### src/rtl/uct_pkg.sv
// Shared types and constants of the Unicode character transcoder.
package uct_pkg;

    localparam int CHAR_W  = 32;
    localparam int COUNT_W = 3;
    localparam int ENC_W   = 2;
    localparam int CFG_IDX_W  = 2;
    localparam int CFG_DATA_W = 2;

    // Encoding codes; the unused code falls back to UTF-32.
    localparam logic [ENC_W-1:0] ENC_UTF8  = 2'd0;
    localparam logic [ENC_W-1:0] ENC_UTF16 = 2'd1;
    localparam logic [ENC_W-1:0] ENC_UTF32 = 2'd2;

    // Configuration register indexes.
    localparam logic [CFG_IDX_W-1:0] CFG_SOURCE_ENCODING   = 2'd0;
    localparam logic [CFG_IDX_W-1:0] CFG_TARGET_ENCODING   = 2'd1;
    localparam logic [CFG_IDX_W-1:0] CFG_TARGET_BIG_ENDIAN = 2'd2;

    localparam logic [15:0] SURR_HIGH_BASE = 16'hD800;
    localparam logic [15:0] SURR_LOW_BASE  = 16'hDC00;
    localparam logic [31:0] SUPP_BASE      = 32'h0001_0000;
    localparam logic [31:0] MAX_CODE_POINT = 32'h0010_FFFF;

    localparam logic [COUNT_W-1:0] COUNT_1 = 3'd1;
    localparam logic [COUNT_W-1:0] COUNT_2 = 3'd2;
    localparam logic [COUNT_W-1:0] COUNT_3 = 3'd3;
    localparam logic [COUNT_W-1:0] COUNT_4 = 3'd4;

    typedef struct packed {
        logic [CHAR_W-1:0]  encoded_char;
        logic [COUNT_W-1:0] byte_count;
        logic               out_of_range;
    } t_enc_result;

endpackage

### src/rtl/uct_stream_if.sv
// Valid/ready channel interfaces for source characters and encoded results.
interface uct_in_if import uct_pkg::*; ();
    logic              valid;
    logic              ready;
    logic [CHAR_W-1:0] packed_char;

    modport source (output valid, output packed_char, input ready);
    modport sink (input valid, input packed_char, output ready);
endinterface

interface uct_out_if import uct_pkg::*; ();
    logic               valid;
    logic               ready;
    logic [CHAR_W-1:0]  encoded_char;
    logic [COUNT_W-1:0] byte_count;
    logic               out_of_range;

    modport source (output valid, output encoded_char, output byte_count,
                    output out_of_range, input ready);
    modport sink (input valid, input encoded_char, input byte_count,
                  input out_of_range, output ready);
endinterface

### src/rtl/uct_decode.sv
// Source decoder: packed UTF-8, UTF-16 or UTF-32 character to a 32-bit value.
module uct_decode import uct_pkg::*; (
    input  logic [CHAR_W-1:0] i_packed_char,
    input  logic [ENC_W-1:0]  i_source_encoding,
    output logic [CHAR_W-1:0] o_code_point
);

    logic [7:0]  w_b0;
    logic [5:0]  w_b1;
    logic [5:0]  w_b2;
    logic [5:0]  w_b3;
    logic [15:0] w_lo;
    logic [15:0] w_hi;
    logic [CHAR_W-1:0] w_utf8_cp;
    logic [CHAR_W-1:0] w_utf16_cp;

    assign w_b0 = i_packed_char[7:0];
    assign w_b1 = i_packed_char[13:8];
    assign w_b2 = i_packed_char[21:16];
    assign w_b3 = i_packed_char[29:24];
    assign w_lo = i_packed_char[15:0];
    assign w_hi = i_packed_char[31:16];

    // Length comes from the lead byte; continuation bytes give their low six bits.
    always_comb begin
        if (!w_b0[7]) begin
            w_utf8_cp = {24'd0, w_b0};
        end else if (w_b0[7:5] == 3'b110) begin
            w_utf8_cp = {21'd0, w_b0[4:0], w_b1};
        end else if (w_b0[7:4] == 4'b1110) begin
            w_utf8_cp = {16'd0, w_b0[3:0], w_b1, w_b2};
        end else if (w_b0[7:3] == 5'b11110) begin
            w_utf8_cp = {11'd0, w_b0[2:0], w_b1, w_b2, w_b3};
        end else begin
            w_utf8_cp = {24'd0, w_b0};
        end
    end

    // A nonzero high unit marks a pair; malformed pairs wrap modulo 2^32.
    always_comb begin
        if (w_hi == 16'd0) begin
            w_utf16_cp = {16'd0, w_lo};
        end else begin
            w_utf16_cp = SUPP_BASE
                       + ({6'd0, w_lo, 10'd0} - {6'd0, SURR_HIGH_BASE, 10'd0})
                       + ({16'd0, w_hi} - {16'd0, SURR_LOW_BASE});
        end
    end

    always_comb begin
        unique case (i_source_encoding)
            ENC_UTF8:  o_code_point = w_utf8_cp;
            ENC_UTF16: o_code_point = w_utf16_cp;
            default:   o_code_point = i_packed_char;
        endcase
    end

endmodule

### src/rtl/uct_encode.sv
// Target encoder: code point to packed UTF-8, UTF-16 or UTF-32, little-endian order.
module uct_encode import uct_pkg::*; (
    input  logic [CHAR_W-1:0] i_code_point,
    input  logic [ENC_W-1:0]  i_target_encoding,
    output t_enc_result       o_result
);

    logic [20:0] w_c;
    logic [20:0] w_d;
    logic [15:0] w_hs;
    logic [15:0] w_ls;
    logic        w_oor;
    logic [CHAR_W-1:0]  w_utf8;
    logic [COUNT_W-1:0] w_utf8_n;

    assign w_oor = i_code_point > MAX_CODE_POINT;
    assign w_c   = i_code_point[20:0];
    assign w_d   = w_c - SUPP_BASE[20:0];
    assign w_hs  = SURR_HIGH_BASE + {5'd0, w_d[20:10]};
    assign w_ls  = SURR_LOW_BASE + {6'd0, w_d[9:0]};

    always_comb begin
        if (w_c[20:7] == 14'd0) begin
            w_utf8   = {25'd0, w_c[6:0]};
            w_utf8_n = COUNT_1;
        end else if (w_c[20:11] == 10'd0) begin
            w_utf8   = {16'd0, 2'b10, w_c[5:0], 3'b110, w_c[10:6]};
            w_utf8_n = COUNT_2;
        end else if (w_c[20:16] == 5'd0) begin
            w_utf8   = {8'd0, 2'b10, w_c[5:0], 2'b10, w_c[11:6], 4'b1110, w_c[15:12]};
            w_utf8_n = COUNT_3;
        end else begin
            w_utf8   = {2'b10, w_c[5:0], 2'b10, w_c[11:6], 2'b10, w_c[17:12],
                        5'b11110, w_c[20:18]};
            w_utf8_n = COUNT_4;
        end
    end

    always_comb begin
        o_result.out_of_range = w_oor;
        unique case (i_target_encoding)
            ENC_UTF8: begin
                o_result.encoded_char = w_utf8;
                o_result.byte_count   = w_utf8_n;
            end
            ENC_UTF16: begin
                if (w_c[20:16] == 5'd0) begin
                    o_result.encoded_char = {16'd0, w_c[15:0]};
                    o_result.byte_count   = COUNT_2;
                end else begin
                    o_result.encoded_char = {w_ls, w_hs};
                    o_result.byte_count   = COUNT_4;
                end
            end
            default: begin
                o_result.encoded_char = {11'd0, w_c};
                o_result.byte_count   = COUNT_4;
            end
        endcase
    end

endmodule

### src/rtl/unicode_char_transcoder_core.sv
// Top level of the Unicode character transcoder: config registers and 3-stage pipeline.
// Path from input request to result request: decode, encode, byte order, each registered.
// Throughput: one character per cycle while the output takes results; each stage holds
// one item and refills as soon as the stage behind it moves, so bubbles collapse under a stalled output.
// Reset (synchronous, active low): empty all stages, source UTF-8, target UTF-16,
// little-endian output.
module unicode_char_transcoder_core import uct_pkg::*; (
    input  logic                  i_clk,
    input  logic                  i_rst_n,
    uct_in_if.sink                i_char,
    uct_out_if.source             o_char,
    input  logic                  i_cfg_we,
    input  logic [CFG_IDX_W-1:0]  i_cfg_idx,
    input  logic [CFG_DATA_W-1:0] i_cfg_data
);

    // Configuration registers; the user must write them only while the pipeline is empty (not enforced here).
    logic [ENC_W-1:0] r_source_encoding;
    logic [ENC_W-1:0] r_target_encoding;
    logic             r_target_big_endian;

    // Stage 1 holds the decoded value, stage 2 the encoded result,
    // stage 3 the byte-ordered result that drives the output.
    logic              r_s1_valid;
    logic [CHAR_W-1:0] r_s1_cp;
    logic              r_s2_valid;
    t_enc_result       r_s2_res;
    logic              r_s3_valid;
    t_enc_result       r_s3_res;

    logic              w_s1_ready;
    logic              w_s2_ready;
    logic              w_s3_ready;
    logic [CHAR_W-1:0] w_code_point;
    t_enc_result       w_enc_res;
    t_enc_result       n_s3_res;

    always_ff @(posedge i_clk) begin
        if (!i_rst_n) begin
            r_source_encoding   <= ENC_UTF8;
            r_target_encoding   <= ENC_UTF16;
            r_target_big_endian <= 1'b0;
        end else if (i_cfg_we) begin
            unique case (i_cfg_idx)
                CFG_SOURCE_ENCODING:   r_source_encoding   <= i_cfg_data[ENC_W-1:0];
                CFG_TARGET_ENCODING:   r_target_encoding   <= i_cfg_data[ENC_W-1:0];
                CFG_TARGET_BIG_ENDIAN: r_target_big_endian <= i_cfg_data[0];
                default: ;  // drop writes beyond the register list
            endcase
        end
    end

    // A stage takes a new item when it is empty or its item moves on this cycle.
    assign w_s3_ready  = !r_s3_valid || o_char.ready;
    assign w_s2_ready  = !r_s2_valid || w_s3_ready;
    assign w_s1_ready  = !r_s1_valid || w_s2_ready;
    assign i_char.ready = w_s1_ready;

    // Stage 1: decode the source character.
    uct_decode u_decode (
        .i_packed_char    (i_char.packed_char),
        .i_source_encoding(r_source_encoding),
        .o_code_point     (w_code_point)
    );

    always_ff @(posedge i_clk) begin
        if (!i_rst_n) begin
            r_s1_valid <= 1'b0;
        end else if (w_s1_ready) begin
            r_s1_valid <= i_char.valid;
        end
    end

    always_ff @(posedge i_clk) begin
        if (w_s1_ready && i_char.valid) begin
            r_s1_cp <= w_code_point;
        end
    end

    // Stage 2: range check and re-encode from the low 21 bits.
    uct_encode u_encode (
        .i_code_point     (r_s1_cp),
        .i_target_encoding(r_target_encoding),
        .o_result         (w_enc_res)
    );

    always_ff @(posedge i_clk) begin
        if (!i_rst_n) begin
            r_s2_valid <= 1'b0;
        end else if (w_s2_ready) begin
            r_s2_valid <= r_s1_valid;
        end
    end

    always_ff @(posedge i_clk) begin
        if (w_s2_ready && r_s1_valid) begin
            r_s2_res <= w_enc_res;
        end
    end

    // Stage 3: big-endian order swaps bytes within each UTF-16 unit, or
    // reverses the whole word for UTF-32. UTF-8 has no unit order.
    always_comb begin
        n_s3_res = r_s2_res;
        if (r_target_big_endian) begin
            case (r_target_encoding)
                ENC_UTF8: ;
                ENC_UTF16: begin
                    n_s3_res.encoded_char = {r_s2_res.encoded_char[23:16],
                                             r_s2_res.encoded_char[31:24],
                                             r_s2_res.encoded_char[7:0],
                                             r_s2_res.encoded_char[15:8]};
                end
                default: begin
                    n_s3_res.encoded_char = {r_s2_res.encoded_char[7:0],
                                             r_s2_res.encoded_char[15:8],
                                             r_s2_res.encoded_char[23:16],
                                             r_s2_res.encoded_char[31:24]};
                end
            endcase
        end
    end

    always_ff @(posedge i_clk) begin
        if (!i_rst_n) begin
            r_s3_valid <= 1'b0;
        end else if (w_s3_ready) begin
            r_s3_valid <= r_s2_valid;
        end
    end

    // Hold the result while the output request is stalled.
    always_ff @(posedge i_clk) begin
        if (w_s3_ready && r_s2_valid) begin
            r_s3_res <= n_s3_res;
        end
    end

    assign o_char.valid        = r_s3_valid;
    assign o_char.encoded_char = r_s3_res.encoded_char;
    assign o_char.byte_count   = r_s3_res.byte_count;
    assign o_char.out_of_range = r_s3_res.out_of_range;

endmodule

### src/flat_wrapper.sv
// flat-port wrapper written by rule: the top's interface ports become plain ports
module unicode_char_transcoder_core_flat import uct_pkg::*;
  (i_clk, i_rst_n, i_cfg_we, i_cfg_idx, i_cfg_data, i_char_valid, i_char_packed_char, i_char_ready, o_char_valid, o_char_encoded_char, o_char_byte_count, o_char_out_of_range, o_char_ready);
  uct_in_if i_char_i ();
  uct_out_if o_char_i ();
  input  logic i_clk;
  input  logic i_rst_n;
  input  logic i_cfg_we;
  input  logic [CFG_IDX_W-1:0] i_cfg_idx;
  input  logic [CFG_DATA_W-1:0] i_cfg_data;
  input wire logic [$bits(i_char_i.valid)-1:0] i_char_valid;
  input wire logic [$bits(i_char_i.packed_char)-1:0] i_char_packed_char;
  output wire logic [$bits(i_char_i.ready)-1:0] i_char_ready;
  output wire logic [$bits(o_char_i.valid)-1:0] o_char_valid;
  output wire logic [$bits(o_char_i.encoded_char)-1:0] o_char_encoded_char;
  output wire logic [$bits(o_char_i.byte_count)-1:0] o_char_byte_count;
  output wire logic [$bits(o_char_i.out_of_range)-1:0] o_char_out_of_range;
  input wire logic [$bits(o_char_i.ready)-1:0] o_char_ready;
  assign i_char_i.valid = i_char_valid;
  assign i_char_i.packed_char = i_char_packed_char;
  assign i_char_ready = i_char_i.ready;
  assign o_char_valid = o_char_i.valid;
  assign o_char_encoded_char = o_char_i.encoded_char;
  assign o_char_byte_count = o_char_i.byte_count;
  assign o_char_out_of_range = o_char_i.out_of_range;
  assign o_char_i.ready = o_char_ready;
  unicode_char_transcoder_core u_core (.i_clk(i_clk), .i_rst_n(i_rst_n), .i_char(i_char_i), .o_char(o_char_i), .i_cfg_we(i_cfg_we), .i_cfg_idx(i_cfg_idx), .i_cfg_data(i_cfg_data));
endmodule
### config.mk
export PLATFORM = sky130hd
export DESIGN_NAME = unicode_char_transcoder_core_flat
export DESIGN_NICKNAME = d
export VERILOG_FILES = /design/src/rtl/uct_pkg.sv /design/src/rtl/uct_stream_if.sv /design/src/rtl/uct_decode.sv /design/src/rtl/uct_encode.sv /design/src/rtl/unicode_char_transcoder_core.sv /design/src/flat_wrapper.sv
export SDC_FILE = /design/constraint.sdc
export NUM_CORES = 1
export LEC_CHECK = 0
export BUFFER_PORTS_ARGS = -buffer_cell sky130_fd_sc_hd__buf_2
export CORE_ASPECT_RATIO = 1.25
export CORE_MARGIN = 4
export CORE_UTILIZATION = 40
export CTS_CLUSTER_DIAMETER = 200
export CTS_CLUSTER_SIZE = 28
export DETAILED_ROUTE_END_ITERATION = 8
export GPL_ROUTABILITY_DRIVEN = 0
export RECOVER_POWER = 50
export SKIP_CTS_REPAIR_TIMING = 1
export SLEW_MARGIN = 0
export SYNTH_ARGS = -nofsm -noshare
export SYNTH_HDL_FRONTEND = slang
export SYNTH_SLANG_ARGS = --single-unit
### constraint.sdc
create_clock -name i_clk -period 4.1 [get_ports i_clk]
set_clock_uncertainty 0.1 [all_clocks]
set_input_delay 0.41 -clock i_clk [delete_from_list [all_inputs] [get_ports i_clk]]
set_output_delay 0.41 -clock i_clk [all_outputs]
set_load 0.05 [all_outputs]
==> reports/summary.txt, run 1 <==
outcome: finished, violations left
failing checks: capacitance limit, slew limit
H-tree levels: 3
setup_tns: 0 ns
Yosys Warn Count: 0
chip width: 128 um
CP arrival: 3.41 ns
Final min period: 3.42 ns
Final Setup Violations: 0
design area: 8030 um^2
clock insertion delay at the later pin of the skew report: 0.34 ns
first-pass GRT wire length: 31.4 mm
post-route ant nets: 0
count of max-cap constraint violations: 3
Rows: 54
diode count: 0
DR DRC count: 0
worst hold margin: 0.189 ns
share of cells above drive strength 1: 0.0896
Setup CP Type: input pin to flop
HP Class: input pin to flop
ys async rst share: 0
Leakage: 2.89 nW
Critical Path RT: 4.09 ns
initial antenna violation count: 0
flop2flop setup slack: 0.87 ns
Mean Syn Cell Area: 9.59 um^2
most frequent cell after synthesis: edfxtp_1
crit-path cells: buf_2, ha_1, a21oi_1, nor2_1, inv_1, ha_1, ha_1, o211ai_1, nor2_1, o21ai_0, a2111oi_0, or4_1, nand3_1
Die H: 158 um
synth cell count leaders: edfxtp_1, a21oi_1, nand2_1, o21ai_0
CTS tree: done
synth-to-layout area growth: 11.4%
total power: 2.95 mW
GRT Resource Usage Total: 0.190
synth top area cells: edfxtp_1, ha_1, a21oi_1
post-synthesis sequential area ratio: 0.455
GR Overflow Total: 0
area leader, netlist: edfxtp_1
placed inst area: 7770 um^2
RSZ-0062 raised after global routing: no
pin count of the biggest net entering global routing: 67
CTS root buf: clkbuf_16
Worst VDD drop: 0.166 mV
Layout Nets: 879
crit-path max FO: 10
clk sinks: 112
Iteration-0 DRC Markers: 686
worst slew pin tran: 2.90 ns
number of synthesized flops with an enable pin: 104
Final Hold Fails: 0
Via Count: 6,375
CP most frequent cell: ha_1
fmax: 292 MHz
full die area: 20,200 um^2
crit-path max cell delay: 0.60 ns
#FFs+latches synth: 112
vias in the first global route: 6,264
Slew Limit Headroom: -0.935
hpwl dp: 14.1 mm
synthesized area: 7210 um^2
drt total wl: 19.2 mm
share of the synthesized area in the top cell type: 0.433
Detailed Routing Iterations Pass 1: 6
Synth Flop Type: edfxtp_1
fin. max-slew vios: 107
CP max-delay cell: a2111oi_0
Vias/cell: 6.20
Clock Pin Slew Worst Setup and Hold Paths: 0.07 ns
part of the cycle the worst path needs: 0.834
Max Buffers Root-to-Sink: 2
crit end category: flop
Power Dens Cells: 368 nW/um^2
CTS Buf Count: 9
Post-Syn Nets: 832
Syn Inst Count: 752
IO buf count: 78
WL per Instance: 18.7 um
IO Count: 79
nature of the critical path startpoint: input pin
core footprint: 17,600 um^2
starting density of the core: 0.410
Synth cell types: 60
-- cell families (layout without fill, tap and decap cells) --
group | after synthesis | after routing | synth area share
buf+inv | 76 | 128 | 0.0415
mux | 7 | 7 | 0.00972
fa+ha+maj | 39 | 39 | 0.0687
simple gates | 218 | 218 | 0.157
xor+xnor | 20 | 20 | 0.0243
flops | 112 | 112 | 0.455
compound gates | 280 | 280 | 0.244
-- layout by cell type (no fill, tap or decap), types with 4 or more instances in the layout --
master     synthesis  final
edfxtp_1         104    104
nand2_1           74     74
a21oi_1           74     74
o21ai_0           73     73
buf_2              4     40
ha_1              38     38
clkbuf_1          38     38
o22ai_1           37     37
nor2_1            36     36
nand3b_1          36     36
inv_1             25     25
a22oi_1           17     17
nor3_1            14     14
xnor2_1           12     12
a31oi_1           10      9
a222oi_1           9      9
nor2b_1            9      9
clkbuf_16          0      9
xor2_1             8      8
buf_4              0      8
nor4_1             7      7
and3_1             7      7
nand3_1            7      7
a221o_1            7      7
mux2i_1            7      7
dfxtp_1            8      7
a21o_1             6      6
o211ai_1           6      6
o221ai_1           5      5
o21a_1             5      5
a221oi_1           5      5
nor3b_1            4      4
nand2b_1           4      4
a211oi_1           4      4
or3_1              4      4
a22o_1             4      4
-- critical path: cells and delay by family --
kind            cells  cell delay, ns
compound gates      4            1.08
fa+ha+maj           3            0.95
simple gates        4            0.53
buf+inv             2            0.43
-- power breakdown --
group / internal [mW] / total, mW / leakage [nW] / switching, mW
logic: 0.232 / 0.620 / 1.69 / 0.389
clock network: 0.542 / 0.939 / 0.156 / 0.397
registers: 1.33 / 1.39 / 1.05 / 0.0597
total: 2.11 / 2.95 / 2.89 / 0.845
-- per-layer routing --
| layer | vias to the layer above | share of wire | global-route usage |
|---|---|---|---|
| li1 | 3000 | - | - |
| met2 | 338 | 0.50 | 0.331 |
| met4 | 0 | 0.040 | 0.0986 |
| met1 | 2977 | 0.39 | 0.230 |
| met3 | 60 | 0.074 | 0.0250 |
| met5 | - | 0 | 0 |
-- final timing paths --
check,end,cells past startpoint,startpoint
max,u_core.r_s1_cp[27],13,i_char_packed_char[26]
min,u_core.r_target_encoding[0],2,i_rst_n
max reg2reg,u_core.o_char.encoded_char[12],2,u_core.o_char.valid
min reg2reg,u_core.o_char.byte_count[2],0,u_core.n_s3_res[3]
-- final cells by class --
class	instances	area [um^2]
inverters	26	97.6
flip-flops and latches	112	3280
well taps	224	280
fillers	1693	9540
clock inverters	7	100
clock buffers	9	225
multi-input cells	564	3640
repair buffers	86	403
-- registers in the layout, summed over array words and instances, names as in the netlist --
register	cells
u_core.r_s2_res	32
u_core.o_char.valid	1
u_core.o_char.out_of_range	1
u_core.r_source_encoding	2
u_core.r_s2_valid	1
u_core.o_char.byte_count	3
u_core.r_target_big_endian	1
u_core.r_s1_valid	1
u_core.r_target_encoding	2
u_core.n_s3_res	4
u_core.o_char.encoded_char	32
u_core.r_s1_cp	32
-- stage by stage --
| step | setup WS, ns | std cells | util |
|---|---|---|---|
| 2_1_floorplan | 0.123 | 752 | - |
| 3_3_place_gp | 0.541 | 1012 | 0.443 |
| 3_5_place_dp | 0.406 | 1012 | 0.443 |
| 4_1_cts | 0.782 | 1028 | 0.461 |
| 5_1_grt | 0.470 | 1028 | 0.457 |
| 6_report | 0.679 | 1028 | 0.457 |
(Power assumes the default switching activity.)
==> run 2, diff against run 1 <==
- clock period: 4.1 -> 3.18 ns (I/O delays scaled with it)
==> run 2 against run 1 <==
The flow still finishes with violations (capacitance limit, slew limit). Sequential share of layout area shrank 1.3 points. Global-route usage shrank 0.63 points. Setup slack lost 0.48 ns. Cell area is 3.2% higher. Sequential power rose by 29%. Non-clock buffer count rose by 40. Critical path depth stayed put.
==> reports/summary.txt, run 2 (synthesized netlist as in run 1, its figures left out) <==
Power Dens Cells: 446 nW/um^2
fmax: 336 MHz
placed cell count: 1,052
metal1 wirelength: 7.54 mm
Detailed Routing Iterations Pass 1: 5
starting density of the core: 0.410
Filler cells: 1,697
Critical Path RT: 3.18 ns
commonest non-fill, non-tap cell in the layout: edfxtp_1
hpwl dp: 14.3 mm
Reg power frac: 0.484
diode count: 0
fin. max-slew vios: 74
DR DRC count: 0
CP arrival: 2.98 ns
crit-path max FO: 4
worst slew pin tran: 1.83 ns
crit-path max cell delay: 0.52 ns
full die area: 20,200 um^2
post-route ant nets: 0
DR top layer: met4
crit end category: flop
clock insertion delay at the later pin of the skew report: 0.34 ns
Crit path max-delay family: adder cells
Setup CP Type: input pin to flop
HP Class: input pin to flop
drt total wl: 18.9 mm
Final Setup Violations: 0
crit-path cells: buf_2, inv_1, ha_1, ha_1, ha_1, inv_1, fa_1, nand2b_1, a21oi_1, o21ai_0, a2111oi_0, or4_1, nand3_1
part of the cycle the worst path needs: 0.937
GRT Resource Usage Total: 0.184
IO Count: 79
Worst VDD drop: 0.260 mV
Leakage: 3.06 nW
switch share: 0.293
vias in the first global route: 6,097
RSZ-0062 raised after global routing: no
chip width: 128 um
Final Util: 0.472
total power: 3.69 mW
internal power: 2.61 mW
Final Hold Fails: 0
CTS root buf: clkbuf_16
IO buf count: 78
routed length on met3: 1.19 mm
Clock power frac: 0.276
CTS tree: done
Final min period: 2.98 ns
Iteration-0 DRC Markers: 506
core footprint: 17,600 um^2
failing checks: capacitance limit, slew limit
Layout Nets: 919
WL per Instance: 17.7 um
H-tree levels: 3
GR Overflow Total: 0
Via Count: 6,456
Max Buffers Root-to-Sink: 2
most frequent cells in the layout: edfxtp_1, nand2_1, a21oi_1, o21ai_0, buf_4
CP most frequent cell: ha_1
Vias/cell: 6.04
nature of the critical path startpoint: input pin
routed wl met2: 9.35 mm
Comb power frac: 0.240
pin count of the biggest net entering global routing: 69
initial antenna violation count: 0
NetSw: 1.08 mW
Buf/Inv on CP: 3
share of cells above drive strength 1: 0.134
Clock Pin Slew Worst Setup and Hold Paths: 0.07 ns
CP max-delay cell: a2111oi_0
Die H: 158 um
post-route insts no fill: 1,068
CTS Buf Count: 9
outcome: finished, violations left
Rows: 54
Slew Limit Headroom: -0.225
synth-to-layout area growth: 14.9%
clk sinks: 112
first-pass GRT wire length: 30.0 mm
count of max-cap constraint violations: 2
-- run 2: final timing paths --
| path | cells past startpoint | slack (ns) | start | endpoint |
|---|---|---|---|---|
| min reg2reg | 0 | 0.33 | u_core.n_s3_res[2] | u_core.o_char.byte_count[1] |
| min | 2 | 0.10 | i_rst_n | u_core.r_target_encoding[0] |
| max | 13 | 0.20 | i_char_packed_char[26] | u_core.r_s1_cp[27] |
| max reg2reg | 4 | 0.28 | u_core.r_target_encoding[1] | u_core.o_char.encoded_char[21] |
-- run 2: layout make-up --
class	count	area (um^2)	share of cell area
Clock buffer	10	229	0.0276
Timing Repair Buffer	126	689	0.0832
Sequential cell	112	3290	0.397
Multi-Input combinational cell	564	3660	0.442
Tap cell	224	280	0.0338
Inverter	26	97.6	0.0118
Clock inverter	6	43.8	0.00529
-- run 2: metrics by stage --
step | worst slack (ns) | hold WS [ns] | area (um^2) | setup TNS [ns]
CTS | 0.229 | 0.0936 | 8350 | 0
floorplan | 0.0945 | 0.280 | 7210 | 0
global placement | -0.0903 | 0.303 | 8070 | -0.439
global route | 0.00566 | 0.119 | 8280 | 0
finish | 0.200 | 0.100 | 8280 | 0
detailed placement | -0.138 | 0.320 | 8070 | -0.784
-- run 2: metal layers --
layer	track usage	vias up
li1	-	3082
met5	0	-
met1	0.220	3026
met3	0.0213	59
met2	0.325	289
met4	0.0930	0
-- run 2: power by group through the flow --
stage	Combinational [mW]	Sequential [mW]	Clock, mW
4_1_cts	0.880	1.78	1.05
5_1_grt	0.972	1.80	1.11
2_1_floorplan	0.529	1.84	0
3_5_place_dp	0.875	1.82	0
3_3_place_gp	0.862	1.81	0
6_report	0.885	1.79	1.02
==> run 3, diff against run 2 <==
- PLACE_DENSITY: unset -> 0.62
- SYNTH_HIERARCHICAL: unset -> 1
==> run 3 against run 2 <==
The run still ends with capacitance limit, slew limit left. Global-route usage increased by 0.068 points. Count of clock-buffer cells in the layout decreased by 1. Sequential power about the same. Final cell count decreased by 4.3%. Sequential share of layout area decreased by 0.80 points. Routed wire length increased by 5.6%. Synthesized cell count decreased by 7.8%. Non-clock buffer count increased by 8. Hold slack improved by 0.056 ns. Setup slack got worse by 0.069 ns.
==> reports/summary.txt, run 3 <==
outcome: finished, violations left
Worst VDD drop: 0.240 mV
CP arrival: 3.03 ns
synthesized area: 7380 um^2
Filler cells: 1,693
area leader, netlist: edfxtp_1
GRT Resource Usage Total: 0.185
Worst Hold End: u_core/r_s1_valid
GR Overflow Total: 0
#FFs+latches synth: 112
Setup CP Type: input pin to flop
Mean Syn Cell Area: 10.6 um^2
ys async rst share: 0
Clock Pin Slew Worst Setup and Hold Paths: 0.07 ns
worst slew pin tran: 1.71 ns
diode count: 0
Via Count: 6,351
worst slack, placed: -0.314 ns
Synth cell types: 76
synth cell count leaders: edfxtp_1, nand2_1, a221o_1, ha_1, a21oi_1
crit-path max FO: 5
chip width: 129 um
Iteration-0 DRC Markers: 621
hpwl dp: 15.0 mm
Seq. cell area: 3280 um^2
most frequent cells in the layout: edfxtp_1, nand2_1, buf_4, a221o_1, clkbuf_1
share of the synthesized area in the top cell type: 0.423
full die area: 20,700 um^2
share of cells above drive strength 1: 0.174
xor/xnor cell area share of the yosys netlist: 0.0261
Yosys Warn Count: 6
Layout Nets: 869
nature of the critical path startpoint: input pin
Post-Synth Simple-Gate Area: 0.175
fmax: 328 MHz
hold path start: i_char_valid
first-pass GRT wire length: 31.1 mm
Post-Syn Nets: 773
mux share of post-synthesis cell area: 0.00966
IO buf count: 78
starting density of the core: 0.408
Reg2Reg Depth: 7
Synth Flop Type: edfxtp_1
synth-to-layout area growth: 14.5%
crit end category: flop
Final Setup Violations: 0
post-route ant nets: 0
clk sinks: 112
adder-cell share of the synthesized area: 0.0671
main combinational cell family by area after synthesis: compound AO/OA/AOI/OAI gates
core footprint: 18,100 um^2
Slew Limit Headroom: -0.144
RSZ-0062 raised after global routing: no
CTS tree: done
CTS Buf Count: 9
failing checks: capacitance limit, slew limit
pin count of the biggest net entering global routing: 37
Power Dens Cells: 458 nW/um^2
part of the cycle the worst path needs: 0.959
total power: 3.87 mW
placed cell count: 1,006
fin. max-slew vios: 107
Vias/cell: 6.21
drt total wl: 19.9 mm
Worst Hold Depth: 3
area of the multi-input gates: 3750 um^2
CTS root buf: clkbuf_16
number of synthesized flops with an enable pin: 104
IO Count: 79
Critical Path RT: 3.16 ns
Syn Inst Count: 693
post-synthesis compound-gate area fraction: 0.228
Die H: 160 um
count of max-cap constraint violations: 3
commonest non-fill, non-tap cell in the layout: edfxtp_1
HP Class: input pin to flop
flop2flop setup slack: 0.47 ns
post-route insts no fill: 1,022
post-synthesis sequential area ratio: 0.445
initial antenna violation count: 0
Final Hold Fails: 0
most frequent cell after synthesis: edfxtp_1
clock insertion delay at the later pin of the skew report: 0.34 ns
Max Buffers Root-to-Sink: 2
Rows: 55
Final min period: 3.05 ns
DR DRC count: 0
Leakage: 3.28 nW
WL per Instance: 19.5 um
vias in the first global route: 6,080
fin worst setup slack: 0.131 ns
Reg-to-Reg End: u_core/r_s2_res[13]
synth top area cells: edfxtp_1, a221o_1, ha_1
Detailed Routing Iterations Pass 1: 5
Critical R2R Launch: u_core/r_s1_cp[16]
H-tree levels: 3
[run 3: cells by family (layout without fill, tap and decap cells)]
family,after synthesis,after routing
compound gates,225,225
xor+xnor,22,22
fa+ha+maj,39,39
mux,7,7
flops,112,112
buf+inv,71,172
simple gates,217,217
[run 3: worst max-delay path, cell delays in order]
cell and delay (ns):
buf_2 0.12, ha_1 0.18, a21oi_1 0.10, nor2_1 0.21, inv_2 0.10, buf_4 0.16
ha_1 0.28, ha_1 0.35, buf_4 0.16, a21oi_1 0.26, o22ai_1 0.13, a31oi_1 0.23
a21oi_1 0.14, xnor2_1 0.18, o21ai_0 0.09
[run 3: power breakdown]
group	internal, mW	switching (mW)
sequential	1.72	0.0800
clock	0.609	0.500
combinational	0.408	0.555
total	2.73	1.14
[run 3: cell type report]
type	instances	area share
multi-input combinational	510	0.444
sequential	112	0.389
timing repair buffer	134	0.0888
tap	228	0.0338
clock buffer	9	0.0267
inverter	22	0.00977
clock inverter	7	0.00829
[run 3: worst max-delay path by stage]
| stage | start | cells after the start | end |
|---|---|---|---|
| 2_1_floorplan | i_char_packed_char[26] | 12 | u_core/r_s1_cp[27] |
| 3_3_place_gp | i_char_packed_char[26] | 14 | u_core/r_s1_cp[24] |
| 3_5_place_dp | i_char_packed_char[26] | 14 | u_core/r_s1_cp[26] |
| 4_1_cts | i_char_packed_char[26] | 14 | u_core/r_s1_cp[29] |
| 5_1_grt | i_char_packed_char[26] | 13 | u_core/r_s1_cp[21] |
| 6_report | i_char_packed_char[27] | 15 | u_core/r_s1_cp[26] |
[run 3: stage by stage]
stage	hold WS, ns	setup TNS [ns]	utilization	cell area [um^2]
floorplan	0.300	0	-	7380
global placement	0.314	-1.78	0.454	8210
detailed placement	0.310	-3.09	0.454	8210
CTS	0.140	0	0.470	8510
global route	0.164	0	0.467	8450
finish	0.156	0	0.467	8450
[run 3: layer usage]
metal | routed length [um] | up-vias | GRT usage | part of all wire
met5 | 0 | - | 0 | 0
met4 | 791 | 0 | 0.0912 | 0.040
met3 | 1450 | 66 | 0.0244 | 0.073
met2 | 9750 | 351 | 0.310 | 0.49
met1 | 7940 | 2986 | 0.231 | 0.40
li1 | - | 2948 | - | -
